<file path="src/rtl/fat12cte_pkg.sv">
// ----------------------------------------------------------------------------
// FAT12 cluster table engine package
// Shared types, register map, request codes and row helpers for the engine.
// ----------------------------------------------------------------------------
package fat12cte_pkg;

    // One memory row holds two packed 12-bit entries (three image bytes).
    localparam int ROW_BITS    = 24;
    localparam int ENTRY_W     = 12;
    localparam int BOFF_W      = 13;
    localparam int APB_ADDR_W  = 4;
    localparam int APB_DATA_W  = 32;

    // Reciprocal of three, scaled by 2^13; exact for every 13-bit offset.
    localparam logic [11:0] DIV3_MUL   = 12'd2731;
    localparam int          DIV3_SHIFT = 13;

    localparam logic [11:0] EOC_MARK = 12'hFFF;
    localparam logic [11:0] EOC_MIN  = 12'hFF8;

    // Register indexes on the configuration port.
    localparam logic [1:0] REG_SPC          = 2'd0;
    localparam logic [1:0] REG_DATA_START   = 2'd1;
    localparam logic [1:0] REG_SEARCH_START = 2'd2;

    localparam logic [7:0]  SPC_RESET          = 8'd1;
    localparam logic [31:0] DATA_START_RESET   = 32'd0;
    localparam logic [11:0] SEARCH_START_RESET = 12'd3;

    typedef enum logic [2:0] {
        REQ_READ_ENTRY  = 3'd0,
        REQ_WRITE_ENTRY = 3'd1,
        REQ_ALLOC       = 3'd2,
        REQ_WRITE_BYTE  = 3'd3,
        REQ_READ_BYTE   = 3'd4
    } req_type_t;

    typedef enum logic [2:0] {
        ST_CLEAR   = 3'd0,
        ST_IDLE    = 3'd1,
        ST_EXEC    = 3'd2,
        ST_LINK_RD = 3'd3,
        ST_LINK_WR = 3'd4
    } state_t;

    typedef struct packed {
        logic [7:0]  sec_per_clus;
        logic [31:0] data_area_start;
        logic [11:0] search_start;
    } cfg_t;

    typedef struct packed {
        logic [11:0] result_cluster;
        logic [11:0] result_value;
        logic [31:0] first_sector;
        logic        end_of_chain;
        logic        status;
    } result_t;

    // Even clusters sit in the low half of a row, odd clusters in the high half.
    function automatic logic [ENTRY_W-1:0] entry_of(input logic [ROW_BITS-1:0] row,
                                                    input logic odd);
        return odd ? row[23:12] : row[11:0];
    endfunction

    function automatic logic [ROW_BITS-1:0] row_with_entry(input logic [ROW_BITS-1:0] row,
                                                           input logic odd,
                                                           input logic [ENTRY_W-1:0] v);
        return odd ? {v, row[11:0]} : {row[23:12], v};
    endfunction

endpackage

</file>
<file path="src/rtl/fat12cte_regs.sv">
// ----------------------------------------------------------------------------
// FAT12 engine configuration registers
// APB-style register file for sector mapping and the allocation search start.
// ----------------------------------------------------------------------------
module fat12cte_regs (
    input  logic                                  aclk,
    input  logic                                  aresetn,
    input  logic                                  psel,
    input  logic                                  penable,
    input  logic                                  pwrite,
    input  logic [fat12cte_pkg::APB_ADDR_W-1:0]   paddr,
    input  logic [fat12cte_pkg::APB_DATA_W-1:0]   pwdata,
    output logic [fat12cte_pkg::APB_DATA_W-1:0]   prdata,
    output logic                                  pready,
    output fat12cte_pkg::cfg_t                    cfg
);
    import fat12cte_pkg::*;

    cfg_t       cfg_reg;
    cfg_t       cfg_next;
    logic [1:0] reg_index;
    logic       wr_en;

    assign reg_index = paddr[3:2];
    assign wr_en     = psel && penable && pwrite;
    assign pready    = 1'b1;

    always_comb begin
        cfg_next = cfg_reg;
        if (wr_en) begin
            case (reg_index)
                REG_SPC:          cfg_next.sec_per_clus    = pwdata[7:0];
                REG_DATA_START:   cfg_next.data_area_start = pwdata;
                REG_SEARCH_START: cfg_next.search_start    = pwdata[11:0];
                default:          cfg_next = cfg_reg;
            endcase
        end
    end

    always_ff @(posedge aclk) begin
        if (!aresetn) begin
            cfg_reg.sec_per_clus    <= SPC_RESET;
            cfg_reg.data_area_start <= DATA_START_RESET;
            cfg_reg.search_start    <= SEARCH_START_RESET;
        end else begin
            cfg_reg <= cfg_next;
        end
    end

    always_comb begin
        case (reg_index)
            REG_SPC:          prdata = {24'd0, cfg_reg.sec_per_clus};
            REG_DATA_START:   prdata = cfg_reg.data_area_start;
            REG_SEARCH_START: prdata = {20'd0, cfg_reg.search_start};
            default:          prdata = '0;
        endcase
    end

    assign cfg = cfg_reg;

endmodule

</file>
<file path="config.mk">
export PLATFORM = sky130hd
export DESIGN_NAME = fat12cte_regs
export DESIGN_NICKNAME = d
export VERILOG_FILES = /design/src/rtl/fat12cte_pkg.sv /design/src/rtl/fat12cte_regs.sv
export SDC_FILE = /design/constraint.sdc
export NUM_CORES = 1
export LEC_CHECK = 0
export BUFFER_PORTS_ARGS = -buffer_cell sky130_fd_sc_hd__buf_2
export CORE_ASPECT_RATIO = 0.9
export CORE_UTILIZATION = 28
export CTS_BUF_LIST = sky130_fd_sc_hd__clkbuf_8
export DETAILED_ROUTE_END_ITERATION = 8
export PLACE_DENSITY_LB_ADDON = 0.15
export SLEW_MARGIN = 0
export SYNTH_ARGS = -nofsm -noshare
export SYNTH_HDL_FRONTEND = slang
export SYNTH_SLANG_ARGS = --single-unit
</file>
<file path="constraint.sdc">
create_clock -name aclk -period 2.6 [get_ports aclk]
set_input_delay 0.52 -clock aclk [delete_from_list [all_inputs] [get_ports aclk]]
set_output_delay 0.52 -clock aclk [all_outputs]
set_load 0.02 [all_outputs]
</file>
==> metrics.md, run 1 <==
| Metric | Value |
|---|---|
| Syn Inst Count | `267` |
| I/O pins | `126` |
| Post-CTS Setup Inserts | `0` |
| GPL Wtd Cong | `0.6392` |
| Vias in the first global route | `1,929` |
| DRT antenna net count | `0` |
| Final instance area | `3167 sq um` |
| First-pass iteration count of the detailed router | `4` |
| Worst Path Required | `2080 ps` |
| Fill cells | `876` |
| Die area | `8904 sq um` |
| TritonCTS Buffers | `5` |
| Maxcap violations | `0` |
| Skew final | `0 ps` |
| Leakage | `0.001580 uW` |
| Hold buffer count at CTS | `0` |
| Outcome | `completed` |
| Hold path depth | `3` |
| Post-synth EDFFs | `0` |
| Via/cell ratio | `4.439` |
| Hold Crit Class | `in2reg` |
| Grt total ovfl | `0` |
| Max FFs per register | `52` |
| Kind of end point of the critical path | `output pin` |
| Vias | `2,144` |
| First-pass GRT wire length | `9.577 mm` |
| Startpoint Class | `input pin` |
| Placed Area | `3059 sq um` |
| Beginning of the worst hold path | `pwdata[13]` |
| Initial antenna violation count | `0` |
| Row count | `31` |
| R2R Setup Slk | `1950 ps` |
| Distinct cells, synth | `19` |
| Top post-synthesis cells by area | `dfxtp_1 44%, mux2i_1 25%, nand2_1 14%` |
| Worst r2r src | `cfg[1]` |
| DRC | `0` |
| WL final | `6.099 mm` |
| Register bit total from synthesis | `52` |
| RSZ-0062 raised after global routing | `false` |
| Post-synthesis average cell area | `8.946 sq um` |
| Routed wire per std cell | `12.63 um` |
| Post-layout min period | `2065 ps` |
| Die H | `89.62 um` |
| Most frequent cell after synthesis | `nand2_1` |
| Clk Latency, worst-skew pair | `290 ps` |
| Final worst path period share | `79.43%` |
| Clock Sinks | `52` |
| Worst R2R End | `cfg[1]` |
| Core Area | `8145 sq um` |
| # diodes | `0` |
| Critical Path Fanout Max | `25` |
| Share of cells above drive strength 1 | `36.20%` |
| FMAX | `0.4842 GHz` |
| Total chip power | `1509 uW` |
| Synth warn | `0` |
| Area occupied by multi-input gates | `1207 sq um` |
| Hold Path End | `cfg[25]` |
| Layout area overhead | `32.58%` |
| FFs w/ async S/R, synth | `0%` |
| Clock transition at path regs | `90 ps` |
| Worst R2R Path Depth | `2` |
| Initial cell density of the core | `29.32%` |
| Setup TNS | `0 ps` |
| Die W | `99.36 um` |
| Synth Flop Type | `dfxtp_1` |
| Overall routing resource usage | `13.85%` |
| Share of the yosys chip area belonging to registers | `43.58%` |
| Share of Yosys cell area claimed by the top area cell type | `43.58%` |
| Largest net degree at the start of global routing | `60` |
| Setup CP Type | `in2out` |
| H-tree levels | `2` |
| Area leader, netlist | `dfxtp_1` |
| Synth top cells by count | `90 x nand2_1, 59 x mux2i_1, 52 x dfxtp_1, 22 x and2_1, 12 x clkbuf_1` |
| Iter 0 DRT Violations | `53` |
| Post-DP HPWL | `4.526 mm` |
| Root Driver | `clkbuf_8` |
| CTS tree | `done` |
| CTS Buffer Depth | `2` |
| Max Slew Vio Count | `0` |
| Syn Nets | `308` |
| Reg area | `1041 sq um` |
| Post-cts repair resize count | `0` |
| Pwr/cell area | `476.6 nW/um^2` |
| Setup violators final | `0` |
| Final hold vios | `0` |
| Finished Core Util | `38.88%` |
| Synth Cell Area | `2389 sq um` |
| Worst vdd rail ir drop | `0.2131 mV` |
| Final #Nets | `424` |
| Port Buffers | `122` |
| CP arrival | `1550 ps` |
## layout make-up
type	count	share of cell area, %
flip-flops and latches	52	32.87
repair buffers	130	21.57
clock buffers	5	2.173
multi-input cells	193	38.13
inverters	1	0.1185
clock inverters	3	1.225
well taps	99	3.912
## kinds of logic (layout without fill, tap and decap cells)
family | Yosys count | count (layout) | synth area share (%)
and+or+nand+nor | 120 | 120 | 22.16
AOI/OAI and AO/OA | 13 | 13 | 3.457
other | 1 | 1 | 0.1570
buffers and inverters | 22 | 139 | 5.919
DFF | 52 | 52 | 43.58
muxes | 59 | 59 | 24.73
## metal layers
layer	global-route usage (%)	wire length (um)	part of all wire, %
met1	17.09	2692	44
met2	24.12	3022	50
met3	3.406	310	5.1
met4	4.412	74	1.2
met5	0	0	0
## stage by stage
stage | cells | setup slack [ps] | hold slack, ps
floorplan | 267 | 745.3 | 540.9
global placement | 475 | 435.7 | 452.2
detailed placement | 475 | 387.2 | 458.3
CTS | 483 | 488.1 | 439.2
global route | 483 | 423.3 | 432.6
finish | 483 | 534.9 | 452.8
## cells in the final DEF, fill, tap and decap left out, drive strengths merged
cell    instances
o211ai          1
nor2b           5
nand2          90
mux2i          59
and3            1
nand3           1
nor2            1
dfxtp          52
clkinv          1
o21ai           8
and2           22
clkbuf          5
inv             2
bufinv          1
conb            1
buf           130
a22o            4
## how the worst max path moves through the flow
| stage | start | to | slack, ps | cells after the start |
|---|---|---|---|---|
| floorplan | paddr[3] | prdata[0] | 750 | 4 |
| global placement | paddr[3] | cfg[28] | 440 | 5 |
| detailed placement | paddr[3] | cfg[30] | 390 | 5 |
| CTS | paddr[3] | prdata[11] | 490 | 4 |
| global route | paddr[3] | prdata[11] | 420 | 4 |
| finish | paddr[3] | prdata[11] | 530 | 4 |
## report_power, final
part | switching (uW) | internal [uW]
sequential | 7.52 | 806
combinational | 93.3 | 61.4
clock | 259 | 282
total | 359 | 1150
## critical path, stage by stage
cell,delay (ps)
buf_2,200
nor2b_4,440
a22o_1,210
buf_2,160
Power figures use the tool's default switching activity.
==> run 2, diff against run 1 <==
==> constraint.sdc (replaced) <==
create_clock -name aclk -period 1.9 [get_ports aclk]
set_input_delay 0.38 -clock aclk [delete_from_list [all_inputs] [get_ports aclk]]
set_output_delay 0.38 -clock aclk [all_outputs]
set_load 0.02 [all_outputs]
==> run 2 against run 1 <==
Setup slack worse by 360 ps. Worst hold slack worse by 140 ps. Sequential power up 36%. Sequential share of layout area down 0.41 points. Die area unchanged. Global-route usage down 0.15 points. Core utilization up 0.49 points. Largest cell class unchanged. Largest power group unchanged. Highest routed layer unchanged.
==> metrics.md, run 2 (synthesis gave the netlist of run 1 again) <==
| Metric | Value |
|---|---|
| Outcome | `completed (unchanged)` |
| Vias in the first global route | `1,847 (was 1,929)` |
| Layout area overhead | `34.26% (was 32.58%)` |
| Die H | `89.62 um (unchanged)` |
| Die area | `8904 sq um (unchanged)` |
| Total chip power | `1986 uW (was 1509 uW)` |
| Commonest non-fill, non-tap cell in the layout | `buf_2 (unchanged)` |
| Post-cts repair resize count | `0 (unchanged)` |
| Crit path buf inv count | `3 (was 2)` |
| Final #Nets | `430 (was 424)` |
| Port Buffers | `122 (unchanged)` |
| Critical Path Fanout Max | `19 (was 25)` |
| Routed wire per std cell | `12.89 um (was 12.63 um)` |
| Kind of end point of the critical path | `output pin (unchanged)` |
| Clock transition at path regs | `100 ps (was 90 ps)` |
| Clk Latency, worst-skew pair | `300 ps (was 290 ps)` |
| Clock Sinks | `52 (unchanged)` |
| R2R Setup Slk | `1240 ps (was 1950 ps)` |
| FMAX | `0.5784 GHz` |
| Skew final | `0 ps (unchanged)` |
| Root Driver | `clkbuf_8 (unchanged)` |
| CTS Buffer Depth | `2 (unchanged)` |
| Critical-path cell list | `buf_2 -> nor2b_4 -> buf_4 -> and2_1 -> buf_2 (was buf_2 -> nor2b_4 -> a22o_1 -> buf_2)` |
| First-pass GRT wire length | `9.342 mm (was 9.577 mm)` |
| Pwr/cell area | `619.4 nW/um^2 (was 476.6 nW/um^2)` |
| Hold buffer count at CTS | `0 (unchanged)` |
| Largest net degree at the start of global routing | `32 (was 60)` |
| Beginning of the worst hold path | `pwdata[17] (was pwdata[13])` |
| Worst Path Required | `1520 ps (was 2080 ps)` |
| Via/cell ratio | `4.395 (was 4.439)` |
| RSZ-0062 raised after global routing | `false (unchanged)` |
| Iter 0 DRT Violations | `41 (was 53)` |
| Setup CP Type | `in2out (unchanged)` |
| Setup violators final | `0 (unchanged)` |
| # diodes | `0 (unchanged)` |
| Leakage | `0.001609 uW (was 0.001580 uW)` |
| Startpoint Class | `input pin (unchanged)` |
| CTS tree | `done (unchanged)` |
| Post-DP HPWL | `4.758 mm (was 4.526 mm)` |
| Post-layout min period | `1729 ps` |
| Setup TNS | `0 ps (unchanged)` |
| CP arrival | `1350 ps (was 1550 ps)` |
| GPL Wtd Cong | `0.6708 (was 0.6392)` |
| Grt total ovfl | `0 (unchanged)` |
| Hold Crit Class | `in2reg (unchanged)` |
| Vias | `2,149 (was 2,144)` |
| TritonCTS Buffers | `5 (unchanged)` |
| Initial cell density of the core | `29.32% (unchanged)` |
| Max Slew Vio Count | `0 (unchanged)` |
| Crit-path most repeated cell | `buf_2 (unchanged)` |
| Hold path depth | `3 (unchanged)` |
| Core Area | `8145 sq um (unchanged)` |
| WL final | `6.302 mm (was 6.099 mm)` |
| Worst r2r src | `cfg[44] (was cfg[1])` |
| Worst vdd rail ir drop | `0.3311 mV (was 0.2131 mV)` |
| Die W | `99.36 um (unchanged)` |
| H-tree levels | `2 (unchanged)` |
| Overall routing resource usage | `13.69% (was 13.85%)` |
| First-pass iteration count of the detailed router | `4 (unchanged)` |
| DRT antenna net count | `0 (unchanged)` |
| Hold Path End | `cfg[29] (was cfg[25])` |
| Final worst path period share | `91.00%` |
| Maxcap violations | `0 (unchanged)` |
| Most frequent cells in the layout | `122 x buf_2, 90 x nand2_1, 59 x mux2i_1, 52 x dfxtp_1, 21 x and2_1 (unchanged)` |
| Worst R2R End | `cfg[44] (was cfg[1])` |
| Biggest cell delay along the critical path | `270 ps (was 440 ps)` |
| Worst R2R Path Depth | `2 (unchanged)` |
| DRC | `0 (unchanged)` |
| Share of cells above drive strength 1 | `36.92% (was 36.20%)` |
| Initial antenna violation count | `0 (unchanged)` |
| Slowest CP cell | `nor2b_4 (unchanged)` |
| I/O pins | `126 (unchanged)` |
| Post-CTS Setup Inserts | `0 (unchanged)` |
| Max FFs per register | `52 (unchanged)` |
| Top delay family on crit path | `buffers and inverters (was simple AND/OR/NAND/NOR gates)` |
| Row count | `31 (unchanged)` |
| Final hold vios | `0 (unchanged)` |
run 2: cell count changes in the layout (fill, tap and decap cells not counted), sizes merged:
cell | previous run | this run
clkbuf | 5 | 6
inv | 2 | 3
buf | 130 | 136
clkinv | 1 | 0
bufinv | 1 | 0
run 2: worst max-delay path by stage:
stage	start	to	slack, ps	cells past startpoint
6_report	paddr[2]	prdata[22]	170	5
5_1_grt	paddr[2]	prdata[22]	50	5
4_1_cts	paddr[2]	prdata[23]	110	5
3_5_place_dp	paddr[2]	prdata[23]	120	5
3_3_place_gp	paddr[2]	prdata[23]	150	5
2_1_floorplan	paddr[3]	prdata[0]	330	4
run 2: per-stage QoR:
step                instances  util, %  setup slack [ps]  hold WS (ps)  cell area [sq um]
finish                    489    39.37             171.0         307.9               3207
global placement          481    38.26             146.4         451.4               3117
detailed placement        481    38.26             117.7         460.1               3117
global route              489    39.37             50.30         297.5               3207
floorplan                 267        -             325.3         522.2               2389
CTS                       489    39.37             114.3         302.1               3207
run 2: final cells by class:
type,instances,area [sq um]
Fill cell,834,4938
Multi-Input combinational cell,193,1207
Sequential cell,52,1041
Timing Repair Buffer,136,740.7
Tap cell,99,123.9
Clock buffer,6,82.58
Clock inverter,2,7.507
Inverter,1,3.754
run 2: per-layer routing:
metal | up-vias | global-route usage [%] | routed length (um)
met4 | 0 | 4.545 | 60
met2 | 68 | 21.97 | 3002
li1 | 1108 | - | -
met5 | - | 0 | 0
met1 | 967 | 18.16 | 2918
met3 | 6 | 3.483 | 320
run 2: tightest hold or removal path: stages:
cell     delay (ps)
buf_2           100
nand2_1          40
mux2i_1          50
run 2: where the power goes:
group / internal, uW / leakage [uW] / switching (uW)
Clock: 288 / 0.0000538 / 360
Sequential: 1100 / 0.000420 / 10.4
Combinational: 93.7 / 0.00114 / 131
Total: 1480 / 0.00161 / 501
==> run 3, diff against run 2 <==
--- a/config.mk
+++ b/config.mk
@@ -11,6 +11,7 @@
 export CTS_BUF_LIST = sky130_fd_sc_hd__clkbuf_8
 export DETAILED_ROUTE_END_ITERATION = 8
 export PLACE_DENSITY_LB_ADDON = 0.15
+export RECOVER_POWER = 50
 export SLEW_MARGIN = 0
 export SYNTH_ARGS = -nofsm -noshare
 export SYNTH_HDL_FRONTEND = slang
==> run 3 against run 2 <==
Setup slack got worse by 10 ps. Maximum frequency shrank 0.57%. Worst hold slack hardly changed. Total power decreased by 0.30%. Via count shrank 0.47%. Combinational power decreased by 2%. Die area is the same. Critical path depth is the same. Clock-buffer cell count unchanged. Critical path type unchanged.
==> metrics.md, run 3 (synthesis gave the netlist of run 1 again) <==
| Metric | Value |
|---|---|
| Grt total ovfl | `0 (unchanged)` |
| Row count | `31 (unchanged)` |
| Die H | `89.62 um (unchanged)` |
| Critical Path Fanout Max | `19 (unchanged)` |
| TritonCTS Buffers | `5 (unchanged)` |
| Clock Sinks | `52 (unchanged)` |
| Hold Path End | `cfg[29] (unchanged)` |
| Post-placement cell count | `481 (unchanged)` |
| Vias in the first global route | `1,847 (unchanged)` |
| Worst R2R End | `cfg[44] (unchanged)` |
| Hold path depth | `3 (unchanged)` |
| Post-layout min period | `1739 ps (was 1729 ps)` |
| CTS tree | `done (unchanged)` |
| Worst R2R Path Depth | `2 (unchanged)` |
| Finished Layout Cells | `489 (unchanged)` |
| Max Slew Vio Count | `0 (unchanged)` |
| RSZ-0062 raised after global routing | `false (unchanged)` |
| Worst Path Required | `1520 ps (about the same)` |
| Psw | `500.0 uW (was 501.3 uW)` |
| Setup violators final | `0 (unchanged)` |
| Internal | `1480 uW (was 1485 uW)` |
| Most frequent cells in the layout | `90 x nand2_1, 74 x buf_2, 59 x mux2i_1, 52 x dfxtp_1, 51 x clkbuf_1 (was 122 x buf_2, 90 x nand2_1, 59 x mux2i_1, 52 x dfxtp_1, 21 x and2_1)` |
| Core Area | `8145 sq um (unchanged)` |
| GPL Wtd Cong | `0.6708 (unchanged)` |
| Area occupied by multi-input gates | `1206 sq um (was 1207 sq um)` |
| First-pass iteration count of the detailed router | `4 (unchanged)` |
| H-tree levels | `2 (unchanged)` |
| Root Driver | `clkbuf_8 (unchanged)` |
| Setup CP Type | `in2out (unchanged)` |
| Clock Power Share | `32.6% (about the same)` |
| Maxcap violations | `0 (unchanged)` |
| DRT antenna net count | `0 (unchanged)` |
| Via/cell ratio | `4.374 (was 4.395)` |
| Worst r2r src | `cfg[44] (unchanged)` |
| Clk Latency, worst-skew pair | `300 ps (about the same)` |
| Post-DP HPWL | `4.758 mm (unchanged)` |
| Final hold vios | `0 (unchanged)` |
| R2R Setup Slk | `1240 ps (about the same)` |
| Iter 0 DRT Violations | `42 (was 41)` |
| Final #Nets | `430 (unchanged)` |
| Outcome | `completed (unchanged)` |
| Overall routing resource usage | `13.69% (unchanged)` |
| WL final | `6.339 mm (was 6.302 mm)` |
| Max FFs per register | `52 (unchanged)` |
| Startpoint Class | `input pin (unchanged)` |
| Placed Area | `3117 sq um (unchanged)` |
| Share of cells above drive strength 1 | `23.59% (was 36.92%)` |
| Commonest non-fill, non-tap cell in the layout | `nand2_1 (was buf_2)` |
| I/O pins | `126 (unchanged)` |
| Skew final | `0 ps (unchanged)` |
| Die W | `99.36 um (unchanged)` |
| CTS Buffer Depth | `2 (unchanged)` |
| Switching Fraction | `25.25% (was 25.24%)` |
| Setup TNS | `0 ps (unchanged)` |
| Post-cts repair resize count | `0 (unchanged)` |
| Reg area | `1041 sq um (unchanged)` |
| Pwr/cell area | `631.8 nW/um^2 (was 619.4 nW/um^2)` |
| CP arrival | `1360 ps (was 1350 ps)` |
| Worst vdd rail ir drop | `0.3301 mV (was 0.3311 mV)` |
| DRC | `0 (unchanged)` |
| Kind of end point of the critical path | `output pin (unchanged)` |
| Leakage | `0.001390 uW (was 0.001609 uW)` |
| Beginning of the worst hold path | `pwdata[17] (unchanged)` |
| Port Buffers | `122 (unchanged)` |
| Die area | `8904 sq um (unchanged)` |
| Logic pwr share | `11.1% (was 11.3%)` |
| Largest net degree at the start of global routing | `32 (unchanged)` |
| FMAX | `0.5750 GHz (was 0.5784 GHz)` |
| # diodes | `0 (unchanged)` |
| Fill cells | `860 (was 834)` |
| Routed wire per std cell | `12.96 um (was 12.89 um)` |
| Post-CTS Setup Inserts | `0 (unchanged)` |
| Layout area overhead | `31.22% (was 34.26%)` |
| Sequential Power Share | `56.3% (was 56.1%)` |
| Clock transition at path regs | `100 ps (about the same)` |
| Final worst path period share | `91.53% (was 91.00%)` |
| First-pass GRT wire length | `9.342 mm (unchanged)` |
| Hold Crit Class | `in2reg (unchanged)` |
| Final instance area | `3134 sq um (was 3207 sq um)` |
| Initial antenna violation count | `0 (unchanged)` |
| Critical path launch point | `paddr[2] (unchanged)` |
| Total chip power | `1980 uW (was 1986 uW)` |
| Hold buffer count at CTS | `0 (unchanged)` |
| Initial cell density of the core | `29.32% (unchanged)` |
| Vias | `2,139 (was 2,149)` |
run 3: cell count changes in the layout (fill, tap and decap cells not counted), sizes merged:
cell,before,now
clkbuf,6,57
buf,136,85
run 3: layout make-up:
cell class	instances	area share [%]
clock buffer	6	2.635
tap	99	3.952
multi-input combinational	193	38.48
inverter	1	0.1198
timing repair buffer	136	21.36
clock inverter	2	0.2395
sequential	52	33.21
run 3: power groups by stage:
stage	registers, uW	logic, uW	clock network [uW]
6_report	1110	220	646
5_1_grt	1120	245	726
4_1_cts	1110	229	675
3_5_place_dp	1140	228	0
3_3_place_gp	1140	225	0
2_1_floorplan	1160	114	0
run 3: per-layer routing:
layer  vias to the layer above  share of wire (%)  track usage (%)
li1                       1107                  -                -
met1                       969                 48            18.16
met2                        57                 47            21.97
met3                         6                4.4            3.483
met4                         0               0.95            4.545
met5                         -                  0                0
run 3: worst max-delay path by stage:
stage | end | cells past startpoint
floorplan | prdata[0] | 4
global placement | prdata[23] | 5
detailed placement | prdata[23] | 5
CTS | prdata[23] | 5
global route | prdata[22] | 5
finish | prdata[22] | 5
run 3: worst max-delay path: stages:
cell	delay, ps
buf_2	170
nor2b_4	270
buf_4	230
and2_1	140
buf_2	150
run 3: per-stage QoR:
| stage | hold slack, ps | util (%) | setup WS, ps |
|---|---|---|---|
| floorplan | 522.2 | - | 325.3 |
| detailed placement | 460.1 | 38.26 | 117.7 |
| finish | 308.0 | 38.48 | 161.0 |
| global route | 297.5 | 38.48 | 49.23 |
| CTS | 302.1 | 39.37 | 114.3 |
| global placement | 451.4 | 38.26 | 146.4 |
