--- config.mk ---
export PLATFORM = sky130hd
export DESIGN_NAME = fat12cte_seq
export DESIGN_NICKNAME = d
export VERILOG_FILES = /design/src/rtl/fat12cte_pkg.sv /design/src/rtl/fat12cte_seq.sv
export SDC_FILE = /design/constraint.sdc
export NUM_CORES = 1
export LEC_CHECK = 0
export ABC_AREA = 1
export ABC_CLOCK_PERIOD_IN_PS = 15900
export BUFFER_PORTS_ARGS = -buffer_cell sky130_fd_sc_hd__buf_2
export CAP_MARGIN = 20
export CORE_MARGIN = 5
export CORE_UTILIZATION = 55
export DETAILED_ROUTE_END_ITERATION = 8
export PLACE_DENSITY = 0.77
export REMOVE_ABC_BUFFERS = 1
export SYNTH_ARGS = -nofsm -noshare
export SYNTH_HDL_FRONTEND = slang
export SYNTH_SLANG_ARGS = --single-unit
--- constraint.sdc ---
create_clock -name aclk -period 15.9 [get_ports aclk]
set_input_delay 0.795 -clock aclk [delete_from_list [all_inputs] [get_ports aclk]]
set_output_delay 0.795 -clock aclk [all_outputs]
set_load 0.1 [all_outputs]
--- src/rtl/fat12cte_pkg.sv ---
// ----------------------------------------------------------------------------
// FAT12 cluster table engine package
// Shared types, register map, request codes and row helpers for the engine.
// ----------------------------------------------------------------------------
package fat12cte_pkg;

    // One memory row holds two packed 12-bit entries (three image bytes).
    localparam int ROW_BITS    = 24;
    localparam int ENTRY_W     = 12;
    localparam int BOFF_W      = 13;
    localparam int APB_ADDR_W  = 4;
    localparam int APB_DATA_W  = 32;

    // Reciprocal of three, scaled by 2^13; exact for every 13-bit offset.
    localparam logic [11:0] DIV3_MUL   = 12'd2731;
    localparam int          DIV3_SHIFT = 13;

    localparam logic [11:0] EOC_MARK = 12'hFFF;
    localparam logic [11:0] EOC_MIN  = 12'hFF8;

    // Register indexes on the configuration port.
    localparam logic [1:0] REG_SPC          = 2'd0;
    localparam logic [1:0] REG_DATA_START   = 2'd1;
    localparam logic [1:0] REG_SEARCH_START = 2'd2;

    localparam logic [7:0]  SPC_RESET          = 8'd1;
    localparam logic [31:0] DATA_START_RESET   = 32'd0;
    localparam logic [11:0] SEARCH_START_RESET = 12'd3;

    typedef enum logic [2:0] {
        REQ_READ_ENTRY  = 3'd0,
        REQ_WRITE_ENTRY = 3'd1,
        REQ_ALLOC       = 3'd2,
        REQ_WRITE_BYTE  = 3'd3,
        REQ_READ_BYTE   = 3'd4
    } req_type_t;

    typedef enum logic [2:0] {
        ST_CLEAR   = 3'd0,
        ST_IDLE    = 3'd1,
        ST_EXEC    = 3'd2,
        ST_LINK_RD = 3'd3,
        ST_LINK_WR = 3'd4
    } state_t;

    typedef struct packed {
        logic [7:0]  sec_per_clus;
        logic [31:0] data_area_start;
        logic [11:0] search_start;
    } cfg_t;

    typedef struct packed {
        logic [11:0] result_cluster;
        logic [11:0] result_value;
        logic [31:0] first_sector;
        logic        end_of_chain;
        logic        status;
    } result_t;

    // Even clusters sit in the low half of a row, odd clusters in the high half.
    function automatic logic [ENTRY_W-1:0] entry_of(input logic [ROW_BITS-1:0] row,
                                                    input logic odd);
        return odd ? row[23:12] : row[11:0];
    endfunction

    function automatic logic [ROW_BITS-1:0] row_with_entry(input logic [ROW_BITS-1:0] row,
                                                           input logic odd,
                                                           input logic [ENTRY_W-1:0] v);
        return odd ? {v, row[11:0]} : {row[23:12], v};
    endfunction

endpackage

--- src/rtl/fat12cte_seq.sv ---
// ----------------------------------------------------------------------------
// FAT12 engine request sequencer
// Reads, modifies and writes back table rows, runs the free-cluster scan and
// holds the result register.
// ----------------------------------------------------------------------------
module fat12cte_seq #(
    parameter int NUM_CLUSTERS = 4096,
    parameter int ROWS         = 2048,
    parameter int ROW_W        = 11
) (
    input  logic                                aclk,
    input  logic                                aresetn,
    input  fat12cte_pkg::cfg_t                  cfg,
    input  logic                                s_tvalid,
    output logic                                s_tready,
    input  logic [2:0]                          req_type,
    input  logic [11:0]                         cluster,
    input  logic [11:0]                         entry_value,
    input  logic [11:0]                         chain_tail,
    input  logic [12:0]                         byte_offset,
    input  logic [7:0]                          byte_value,
    output logic                                m_tvalid,
    input  logic                                m_tready,
    output fat12cte_pkg::result_t               result,
    output logic                                mem_en,
    output logic                                mem_we,
    output logic [ROW_W-1:0]                    mem_addr,
    output logic [fat12cte_pkg::ROW_BITS-1:0]   mem_wdata,
    input  logic [fat12cte_pkg::ROW_BITS-1:0]   mem_rdata
);
    import fat12cte_pkg::*;

    localparam int          TABLE_BYTES = (3 * NUM_CLUSTERS + 1) / 2;
    localparam logic [12:0] NUM_CL      = 13'(NUM_CLUSTERS);
    localparam logic [13:0] NUM_BYTES   = 14'(TABLE_BYTES);
    localparam logic [ROW_W-1:0] LAST_ROW = ROW_W'(ROWS - 1);

    state_t            state_reg, state_next;
    logic [ROW_W-1:0]  clr_cnt_reg, clr_cnt_next;
    logic [2:0]        req_reg, req_next;
    logic [11:0]       cl_reg, cl_next;
    logic [11:0]       val_reg, val_next;
    logic [11:0]       prev_reg, prev_next;
    logic [ROW_W-1:0]  brow_reg, brow_next;
    logic [1:0]        blane_reg, blane_next;
    logic              bok_reg, bok_next;
    logic [7:0]        bval_reg, bval_next;
    logic [11:0]       scan_reg, scan_next;
    logic              m_valid_reg, m_valid_next;
    result_t           res_reg, res_next;

    logic              accept;
    logic              out_free;
    logic [24:0]       div_prod;
    logic [11:0]       in_q;
    logic [12:0]       in_rem;
    logic              in_cl_ok;
    logic              in_ss_ok;
    logic              in_b_ok;
    logic              cl_ok;
    logic              prev_ok;
    logic              scan_ok;
    logic              scan_inc_ok;
    logic [11:0]       scan_inc;
    logic [11:0]       cur_entry;
    logic [7:0]        cur_byte;
    logic [11:0]       sec_cl;
    logic [31:0]       sec_base;
    logic [31:0]       sector;

    function automatic logic [ROW_W-1:0] row_of(input logic [11:0] c);
        return ROW_W'(c[11:1]);
    endfunction

    assign accept   = s_tvalid && s_tready;
    assign out_free = !m_valid_reg || m_tready;

    // Byte offset split into row and lane by a reciprocal multiply.
    assign div_prod = {12'd0, byte_offset} * {13'd0, DIV3_MUL};
    assign in_q     = div_prod[DIV3_SHIFT +: 12];
    assign in_rem   = byte_offset - 13'({in_q, 1'b0}) - 13'(in_q);

    assign in_cl_ok = {1'b0, cluster} < NUM_CL;
    assign in_ss_ok = {1'b0, cfg.search_start} < NUM_CL;
    assign in_b_ok  = {1'b0, byte_offset} < NUM_BYTES;
    assign cl_ok    = {1'b0, cl_reg} < NUM_CL;
    assign prev_ok  = {1'b0, prev_reg} < NUM_CL;
    assign scan_ok  = ({1'b0, scan_reg} < NUM_CL) && (scan_reg < EOC_MIN);
    assign scan_inc = scan_reg + 12'd1;
    assign scan_inc_ok = ({1'b0, scan_inc} < NUM_CL) && (scan_inc < EOC_MIN);

    assign cur_entry = entry_of(mem_rdata, (req_reg == REQ_ALLOC) ? scan_reg[0] : cl_reg[0]);
    assign cur_byte  = mem_rdata[8*blane_reg +: 8];

    // First sector of the cluster being reported; wraps modulo 2^32.
    assign sec_cl   = (req_reg == REQ_ALLOC) ? scan_reg : cl_reg;
    assign sec_base = {20'd0, sec_cl} - 32'd2;
    assign sector   = cfg.data_area_start + 32'(sec_base * cfg.sec_per_clus);

    always_comb begin
        state_next   = state_reg;
        clr_cnt_next = clr_cnt_reg;
        req_next     = req_reg;
        cl_next      = cl_reg;
        val_next     = val_reg;
        prev_next    = prev_reg;
        brow_next    = brow_reg;
        blane_next   = blane_reg;
        bok_next     = bok_reg;
        bval_next    = bval_reg;
        scan_next    = scan_reg;
        m_valid_next = m_valid_reg && !m_tready;
        res_next     = res_reg;
        s_tready     = 1'b0;
        mem_en       = 1'b0;
        mem_we       = 1'b0;
        mem_addr     = '0;
        mem_wdata    = '0;

        case (state_reg)
            ST_CLEAR: begin
                mem_en       = 1'b1;
                mem_we       = 1'b1;
                mem_addr     = clr_cnt_reg;
                clr_cnt_next = clr_cnt_reg + 1'b1;
                if (clr_cnt_reg == LAST_ROW) begin
                    state_next = ST_IDLE;
                end
            end

            ST_IDLE: begin
                s_tready = 1'b1;
                if (accept) begin
                    req_next   = req_type;
                    cl_next    = cluster;
                    val_next   = entry_value;
                    prev_next  = chain_tail;
                    brow_next  = in_b_ok ? ROW_W'(in_q) : '0;
                    blane_next = in_rem[1:0];
                    bok_next   = in_b_ok;
                    bval_next  = byte_value;
                    scan_next  = cfg.search_start;
                    mem_en     = 1'b1;
                    case (req_type)
                        REQ_READ_ENTRY,
                        REQ_WRITE_ENTRY: mem_addr = in_cl_ok ? row_of(cluster) : '0;
                        REQ_ALLOC:       mem_addr = in_ss_ok ? row_of(cfg.search_start) : '0;
                        REQ_WRITE_BYTE,
                        REQ_READ_BYTE:   mem_addr = in_b_ok ? ROW_W'(in_q) : '0;
                        default:         mem_addr = '0;
                    endcase
                    state_next = ST_EXEC;
                end
            end

            ST_EXEC: begin
                if (out_free) begin
                    res_next = '0;
                    case (req_reg)
                        REQ_READ_ENTRY: begin
                            res_next.result_cluster = cl_reg;
                            res_next.result_value   = cl_ok ? cur_entry : '0;
                            res_next.first_sector   = sector;
                            res_next.end_of_chain   = cl_ok && (cur_entry >= EOC_MIN);
                            m_valid_next = 1'b1;
                            state_next   = ST_IDLE;
                        end
                        REQ_WRITE_ENTRY: begin
                            mem_en    = cl_ok;
                            mem_we    = cl_ok;
                            mem_addr  = cl_ok ? row_of(cl_reg) : '0;
                            mem_wdata = row_with_entry(mem_rdata, cl_reg[0], val_reg);
                            res_next.result_cluster = cl_reg;
                            res_next.first_sector   = sector;
                            m_valid_next = 1'b1;
                            state_next   = ST_IDLE;
                        end
                        REQ_ALLOC: begin
                            if (!scan_ok) begin
                                res_next.status = 1'b1;
                                m_valid_next    = 1'b1;
                                state_next      = ST_IDLE;
                            end else if (cur_entry == '0) begin
                                // Mark the free entry as end of chain.
                                mem_en    = 1'b1;
                                mem_we    = 1'b1;
                                mem_addr  = row_of(scan_reg);
                                mem_wdata = row_with_entry(mem_rdata, scan_reg[0], EOC_MARK);
                                if (prev_reg != '0 && prev_ok) begin
                                    m_valid_next = m_valid_reg && !m_tready;
                                    res_next     = res_reg;
                                    state_next   = ST_LINK_RD;
                                end else begin
                                    res_next.result_cluster = scan_reg;
                                    res_next.first_sector   = sector;
                                    m_valid_next = 1'b1;
                                    state_next   = ST_IDLE;
                                end
                            end else begin
                                // Entry in use: read the row of the next cluster.
                                m_valid_next = m_valid_reg && !m_tready;
                                res_next     = res_reg;
                                scan_next    = scan_inc;
                                mem_en       = 1'b1;
                                mem_addr     = scan_inc_ok ? row_of(scan_inc) : '0;
                            end
                        end
                        REQ_WRITE_BYTE: begin
                            mem_en    = bok_reg;
                            mem_we    = bok_reg;
                            mem_addr  = brow_reg;
                            mem_wdata = mem_rdata;
                            mem_wdata[8*blane_reg +: 8] = bval_reg;
                            m_valid_next = 1'b1;
                            state_next   = ST_IDLE;
                        end
                        REQ_READ_BYTE: begin
                            res_next.result_value = bok_reg ? {4'd0, cur_byte} : '0;
                            m_valid_next = 1'b1;
                            state_next   = ST_IDLE;
                        end
                        default: begin
                            m_valid_next = 1'b1;
                            state_next   = ST_IDLE;
                        end
                    endcase
                end
            end

            ST_LINK_RD: begin
                mem_en     = 1'b1;
                mem_addr   = row_of(prev_reg);
                state_next = ST_LINK_WR;
            end

            ST_LINK_WR: begin
                if (out_free) begin
                    mem_en    = 1'b1;
                    mem_we    = 1'b1;
                    mem_addr  = row_of(prev_reg);
                    mem_wdata = row_with_entry(mem_rdata, prev_reg[0], scan_reg);
                    res_next  = '0;
                    res_next.result_cluster = scan_reg;
                    res_next.first_sector   = sector;
                    m_valid_next = 1'b1;
                    state_next   = ST_IDLE;
                end
            end

            default: begin
                state_next = ST_IDLE;
            end
        endcase
    end

    always_ff @(posedge aclk) begin
        if (!aresetn) begin
            state_reg   <= ST_CLEAR;
            clr_cnt_reg <= '0;
            m_valid_reg <= 1'b0;
        end else begin
            state_reg   <= state_next;
            clr_cnt_reg <= clr_cnt_next;
            m_valid_reg <= m_valid_next;
        end
    end

    always_ff @(posedge aclk) begin
        req_reg   <= req_next;
        cl_reg    <= cl_next;
        val_reg   <= val_next;
        prev_reg  <= prev_next;
        brow_reg  <= brow_next;
        blane_reg <= blane_next;
        bok_reg   <= bok_next;
        bval_reg  <= bval_next;
        scan_reg  <= scan_next;
        res_reg   <= res_next;
    end

    assign m_tvalid = m_valid_reg;
    assign result   = res_reg;

endmodule

==> impl_metrics.ini, run 1 <==
[place]
io_buffers = 236
gp_congestion = 0.989
hpwlAfterDp_um = 47800
place_inst = 3095
postPlaceCellArea_um2 = 19600

[synth]
synth_seq_cells = 146
synth.distinct_cells = 50
avgSynthCellArea_um2 = 7.28
netlist_instances = 2475
yosysTopAreaCell = edfxtp_1
netlist_top_cells_area = edfxtp_1 (22%), fa_1 (14%), nand2_1 (12%), ha_1 (12%), inv_1 (9.4%)
synthTopCellsByCount = nand2_1 (579), inv_1 (450), nor2_1 (229)
synthFlopType = edfxtp_1
synth.most_common_cell = nand2_1
async_flop_share_pct = 0
synth_edf_count = 131
synth_top_cell_area_share_pct = 21.8
synth_warnings = 0
yosysSeqAreaShare_pct = 23.5
netlist_area_um2 = 18000

[timing]
hold_viol = 0
slew_headroom_pct = 30.4
timing.final.crit_share_pct = 55.8
rsz0062_at_grt = false
finalClockSkew_ps = 16.3
fmax_mhz = 113
setup_viol = 0
setup_tns_ps = 0
fin_crit_ps = 8870
final_max_slew_viol_count = 0
worst_pin_slew_ps = 1040

[global_route]
busiest_layer = met2
grt_max_degree = 74
grt_util_met3_pct = 6.25
grt_remaining_overflow = 0
grt_pass1_wl_um = 93000
met1_usage_pct = 44.8
grt_use_total_pct = 32.2
antenna_found_initial = 3
grt_pass1_vias = 17500
grt_use_met2_pct = 50.8

[clocking]
insertion_delay_ps = 460
tritoncts = done
clock-root-buffer = clkbuf_16
cts_setup_buffers = 0
htreeDepth = 4
hold_buffers = 0
numCtsBuffers = 17
numClockSinks = 146
cts.path.max_buffers = 2
cts_resized = 0
clkTransAtPathRegs_ps = 70

[layout]
regArea_um2 = 4230
largest_reg_flops = 58
fin_nets = 3108
final_util_pct = 62.1
drive_gt1_share_pct = 12.0
stdcell_count = 3130
finalInstanceArea_um2 = 20200
area_growth_pct = 11.8
n_fill_cell = 3004
multiInputGateArea_um2 = 11700

[route]
dr.pass1.iters = 7
routed_wl_um = 58800
wire_per_inst_um = 18.8
vias = 17900
drc_errors = 0
ant_nets = 0
avgViaCountPerCell = 5.71
drt-initial-drc-count = 1831

[power_and_ir_drop]
p_int_mw = 1.09
pwr-share-seq_pct = 21.3
p_clk_share_pct = 19.5
net-switching-power_mw = 0.998
ir_worst_vdd_v = 0.000114
leakagePower_nw = 10.1
powerDensity_nw_per_um2 = 104
p_total_mw = 2.09
combPwrFrac_pct = 59.2
switching_share_pct = 47.8

[floorplanning]
core_um2 = 32500
die_h_um = 191
dieArea_um2 = 36500
initial_core_util_pct = 55.5
dieWidth_um = 191
ios = 237
fp-row-count = 66

[critical_path]
cp.required_ps = 16090
arrival_ps = 9060
path_delay_family = adder cells
worstSetupStartpointType = register
max_stage_delay_ps = 520
path_class = register to register
worstPathMaxFanout = 8
path_common_cell = nand2_1
cp-end-kind = register
cp_slowest_cell = fa_1
crit_buf_inv = 8

[job]
max_cap_violations = 0

[outcome]
status = completed

[worst_hold_path]
min_path_type = register to register
worst reg2reg max path, delay by kind of cell, from the launching register on:
kind	cells	cell delay, ps
AOI/OAI and AO/OA	9	2510
adders and majority gates	7	2820
buffers and inverters	8	770
DFF	1	500
and+or+nand+nor	17	2010
cell families after synthesis:
group                      synth area share, %
AOI/OAI and AO/OA                         13.8
and+or+nand+nor                           23.8
adders and majority gates                 25.9
xor gates and xnor gates                  1.51
buffers and inverters                     11.5
DFF                                       23.5
path summary, 6_finish.rpt:
check | startpoint | to | slack, ps | cells after the start
max | req_reg[2] | result[30] | 7030 | 41
min | clr_cnt_reg[7] | clr_cnt_reg[7] | 490 | 2
max reg2reg | req_reg[2] | result[30] | 7030 | 41
min reg2reg | clr_cnt_reg[7] | clr_cnt_reg[7] | 490 | 2
metal layers:
layer	routed length (µm)	vias up
met5	0	-
met1	25100	8286
met2	25800	1005
met4	2010	0
met3	5910	142
li1	-	8454
layout by cell type, fill, tap and decap left out, types with 4 or more instances in the layout:
| master | n |
|---|---|
| a21o_1 | 7 |
| fa_1 | 129 |
| nand3b_1 | 6 |
| buf_2 | 236 |
| o211ai_1 | 51 |
| o21bai_1 | 11 |
| o22ai_1 | 18 |
| inv_1 | 450 |
| o21ai_0 | 147 |
| xor2_1 | 13 |
| a22o_1 | 4 |
| inv_6 | 6 |
| nand4_1 | 38 |
| xnor2_1 | 18 |
| nand3_1 | 126 |
| inv_2 | 19 |
| nand2_1 | 579 |
| nor3_1 | 22 |
| ha_1 | 167 |
| nor2_4 | 4 |
| clkbuf_16 | 17 |
| dfxtp_1 | 15 |
| o21ai_1 | 34 |
| or2_2 | 4 |
| buf_4 | 11 |
| nor4_1 | 9 |
| a31oi_1 | 6 |
| a22oi_1 | 19 |
| a21boi_0 | 6 |
| a21oi_1 | 117 |
| edfxtp_1 | 131 |
| nor2_1 | 226 |
cell type report:
cell class | instances | share of cell area (%)
flip-flops and latches | 146 | 21.0
inverters | 472 | 8.79
diodes | 3 | 0.0373
clock buffers | 17 | 2.11
multi-input cells | 1788 | 58.3
repair buffers | 247 | 6.27
well taps | 442 | 2.74
clock inverters | 15 | 0.726
power groups by stage:
| stage | Clock [mW] | Sequential [mW] | Combinational [mW] |
|---|---|---|---|
| 3_3_place_gp | 0 | 0.453 | 1.20 |
| 6_report | 0.407 | 0.445 | 1.23 |
| 3_5_place_dp | 0 | 0.454 | 1.21 |
| 5_1_grt | 0.427 | 0.445 | 1.41 |
| 4_1_cts | 0.410 | 0.445 | 1.22 |
| 2_1_floorplan | 0 | 0.453 | 0.893 |
through the flow:
step	hold WS, ps	setup WS (ps)
final	493	7030
after global routing	500	6450
after floorplan	447	8680
after global placement	475	7320
after CTS	492	7210
after detailed placement	483	7250
Note: power is estimated with default switching activity, not from simulation.
==> run 2: changes to the inputs <==
Settings changed: ABC_AREA 1 to 0, ABC_CLOCK_PERIOD_IN_PS 15900 to 9200.
Clock period 15.9 ns to 9.2 ns, I/O delays scaled along.
==> impl_metrics.ini, run 2 <==
[timing]
slew_headroom_pct = 24.6
fin_crit_ps = 8750
setup_viol = 0
hold_viol = 0
setup_tns_ps = 0
worst_hold_slack_ps = 194
final_max_slew_viol_count = 0
worst_pin_slew_ps = 1120
timing.final.crit_share_pct = 95.1
finalClockSkew_ps = 14.5
fmax_mhz = 114
fin_ws_ps = 449

[synth]
synth.distinct_cells = 72
synthFlopType = edfxtp_1
synthTopCellsByCount = inv_1 (251), ha_1 (167), nand2_1 (137)
synth.most_common_cell = inv_1
synth_top_cell_area_share_pct = 23.4
async_flop_share_pct = 0
yosysTopAreaCell = edfxtp_1
synth_edf_count = 131
netlist_instances = 1835
netlist_top_cells_area = edfxtp_1 (23%), fa_1 (15%), ha_1 (12%), inv_1 (5.6%), mux2i_1 (5.0%)
synth_seq_cells = 146
synth_warnings = 0
avgSynthCellArea_um2 = 9.14
yosysSeqAreaShare_pct = 25.2
netlist_area_um2 = 16800

[floorplanning]
initial_core_util_pct = 55.3
die_h_um = 185
dieArea_um2 = 34100
fp-row-count = 64
ios = 237
core_um2 = 30300
dieWidth_um = 185

[layout]
largest_reg_flops = 58
n_fill_cell = 2562
area_growth_pct = 13.4
num_antenna_cells = 0
layout_commonest_cell = inv_1
layout_common_cells = inv_1 (250), buf_2 (236), ha_1 (167)
fin_nets = 2470
drive_gt1_share_pct = 15.5

[clocking]
hold_buffers = 0
insertion_delay_ps = 430
numClockSinks = 146
clkTransAtPathRegs_ps = 70
tritoncts = done
clock-root-buffer = clkbuf_16
numCtsBuffers = 17
htreeDepth = 4
cts.path.max_buffers = 2

[power_and_ir_drop]
leakagePower_nw = 8.80
p_total_mw = 3.30
powerDensity_nw_per_um2 = 174
ir_worst_vdd_v = 0.000172

[critical_path]
startpoint = req_reg[0]
arrival_ps = 8920
crit_buf_inv = 5
worstPathMaxFanout = 12
r2r_start = req_reg[0]
cp_slowest_cell = or3b_2
path_class = register to register
worstRegToRegCells = 35
cp.required_ps = 9370
max_stage_delay_ps = 570
cp-end-kind = register
path_delay_family = adder cells
regToRegSetupSlack_ps = 450
worstSetupStartpointType = register
r2r_end = result[31]

[global_route]
grt_pass1_wl_um = 75000
grt_remaining_overflow = 0
grt_use_total_pct = 27.3
grt_pass1_vias = 14600
antenna_found_initial = 0
grt_max_degree = 59

[worst_hold_path]
hold_end = prev_reg[8]
min_path_type = primary input to register
min_from = chain_tail[8]
hold_path_depth = 1

[route]
avgViaCountPerCell = 5.99
dr.pass1.iters = 7
wire_per_inst_um = 19.3
drc_errors = 0
vias = 14600
ant_nets = 0
drt-initial-drc-count = 1264
routed_wl_um = 47100

[place]
io_buffers = 236
hpwlAfterDp_um = 36900
gp_congestion = 0.957
dp_slack_ps = 329

[outcome]
status = completed

[job]
max_cap_violations = 0
run 2: cell types whose count changed after synthesis, sizes merged, moves of 48 or more:
cell / before / now
nand2: 582 / 137
inv: 469 / 251
nor2: 233 / 91
nand3: 127 / 26
mux2i: 0 / 84
o21ai: 181 / 107
and2: 2 / 65
nor2b: 0 / 55
o211ai: 51 / 3
run 2: final cells by class:
class / instances / area [µm²] / share of cell area, %
Timing Repair Buffer: 257 / 1350 / 7.08
Clock inverter: 15 / 193 / 1.01
Multi-Input combinational cell: 1361 / 11400 / 59.9
Tap cell: 396 / 495 / 2.60
Inverter: 251 / 942 / 4.95
Clock buffer: 17 / 425 / 2.24
Sequential cell: 146 / 4230 / 22.3
run 2: logic make-up after synthesis:
group | share of synthesized area (%)
multiplexers | 5.10
flip-flops | 25.2
AO/OA/AOI/OAI | 14.6
buffers and inverters | 7.49
XOR/XNOR | 4.18
adder cells (fa/ha/maj) | 27.8
AND/OR/NAND/NOR | 15.6
run 2: how the worst max path moves through the flow:
stage	cells past startpoint	end	slack, ps
finish	35	result[31]	450
floorplan	33	result[31]	300
detailed placement	32	result[31]	330
global placement	32	result[31]	480
global route	35	result[30]	-40
CTS	32	result[31]	320
run 2: stage by stage:
step                      cell area, µm²  utilization (%)  instances
final                              19000             62.7       2443
after global routing               19000             62.7       2443
after CTS                          18900             62.4       2440
after detailed placement           18300             60.4       2408
after global placement             18300             60.4       2408
after floorplan                    16500                -       1758
run 2: worst register-to-register path: cells and delay by family (launching register included):
family / cells / cell delay [ps]
buf+inv: 5 / 540
flops: 1 / 480
xor+xnor: 1 / 160
fa+ha+maj: 7 / 2680
simple gates: 9 / 1900
compound gates: 12 / 2470
mux: 1 / 250
run 2: power by group:
group	switching (mW)	internal, mW	total [mW]	leakage, nW
sequential	0.00173	0.774	0.776	1.32
clock	0.329	0.414	0.743	0.304
combinational	1.06	0.722	1.78	7.18
total	1.39	1.91	3.30	8.80
run 2: layer usage:
metal  vias to the layer above  global-route usage, %  wire length (µm)
li1                       6752                      -                 -
met1                      6975                   36.7             19000
met2                       778                   45.4             22400
met3                       121                   3.93              3970
met4                         0                   9.75              1710
met5                         -                      0                 0
run 2: what timing repair did:
item | 4_1_cts | 5_1_grt
resized for setup | 0 | 11
endpoints found under the setup margin | 0 | 7
setup buffers | 0 | 2
==> run 3: changes to the inputs <==
Settings changed: ABC_CLOCK_PERIOD_IN_PS 9200 to 10600, RECOVER_POWER set to 25.
Clock period 9.2 ns to 10.6 ns, I/O delays scaled along.
==> impl_metrics.ini, run 3 (same netlist as run 2, synthesis figures left out) <==
[outcome]
status = completed

[global_route]
grt_remaining_overflow = 0
grt_use_total_pct = 27.7
grt_max_degree = 59
busiest_layer = met2
grt_use_met2_pct = 45.7
grt_util_met3_pct = 4.34
grt_pass1_vias = 14700
antenna_found_initial = 0
grt_pass1_wl_um = 75900
met1_usage_pct = 37.3

[critical_path]
cp-end-kind = register
path_delay_family = adder cells
path_common_cell = o21ai_0
path_class = register to register
cp.required_ps = 10790
max_stage_delay_ps = 810
worstSetupStartpointType = register
worstPathMaxFanout = 22
cp_slowest_cell = or3b_2
arrival_ps = 10000
crit_buf_inv = 4

[timing]
hold_viol = 0
rsz0062_at_grt = false
setup_viol = 0
fin_ws_ps = 788
worst_hold_slack_ps = 263
worst_pin_slew_ps = 1290
final_max_slew_viol_count = 0
finalClockSkew_ps = 16.0
setup_tns_ps = 0
timing.final.crit_share_pct = 92.6
slew_headroom_pct = 14.6
fin_crit_ps = 9810
fmax_mhz = 102

[layout]
layout_common_cells = inv_1 (251), buf_2 (183), ha_1 (167)
stdcell_count = 2435
finalInstanceArea_um2 = 18900
num_antenna_cells = 0
layout_commonest_cell = inv_1
drive_gt1_share_pct = 12.1
fin_nets = 2462
area_growth_pct = 12.6
final_util_pct = 62.2
largest_reg_flops = 58

[clocking]
clkTransAtPathRegs_ps = 70
cts.path.max_buffers = 2
tritoncts = done
insertion_delay_ps = 440
clock-root-buffer = clkbuf_16
hold_buffers = 0
cts_resized = 0
cts_setup_buffers = 0
numClockSinks = 146
numCtsBuffers = 17
htreeDepth = 4

[place]
dp_slack_ps = 891
io_buffers = 236
gp_congestion = 0.951
hpwlAfterDp_um = 36800
postPlaceCellArea_um2 = 18300
place_inst = 2403

[power_and_ir_drop]
ir_worst_vdd_v = 0.000134
powerDensity_nw_per_um2 = 154
p_total_mw = 2.90
leakagePower_nw = 8.60

[floorplanning]
dieWidth_um = 185
dieArea_um2 = 34100
core_um2 = 30300
ios = 237
die_h_um = 185
initial_core_util_pct = 55.3
fp-row-count = 64

[worst_hold_path]
min_path_type = primary input to register

[route]
ant_nets = 0
avgViaCountPerCell = 6.01
drt-initial-drc-count = 1718
dr.pass1.iters = 6
routed_wl_um = 47200
vias = 14600
drc_errors = 0
wire_per_inst_um = 19.4

[job]
max_cap_violations = 0
## run 3: path summary, 6_finish.rpt
kind	end	depth (start not counted)	from	slack (ps)
min reg2reg	clr_cnt_reg[10]	2	clr_cnt_reg[10]	530
max	result[31]	34	req_reg[2]	790
max reg2reg	result[31]	34	req_reg[2]	790
min	prev_reg[5]	1	chain_tail[5]	260
## run 3: layer usage
layer  share of wire, %  vias up
li1                   -     6745
met3                9.0      129
met1                 40     6958
met2                 47      798
met4                3.7        0
met5                  0        -
## run 3: report_power, final
group / total (mW) / internal [mW] / switching (mW)
clock: 0.686 / 0.399 / 0.287
sequential: 0.674 / 0.672 / 0.00151
combinational: 1.54 / 0.624 / 0.921
total: 2.90 / 1.69 / 1.21
## run 3: layout make-up
cell class | instances | area [µm²]
Multi-Input combinational cell | 1361 | 11300
Fill cell | 2543 | 11500
Tap cell | 396 | 495
Timing Repair Buffer | 249 | 1220
Sequential cell | 146 | 4230
Clock inverter | 14 | 206
Clock buffer | 18 | 450
Inverter | 251 | 942
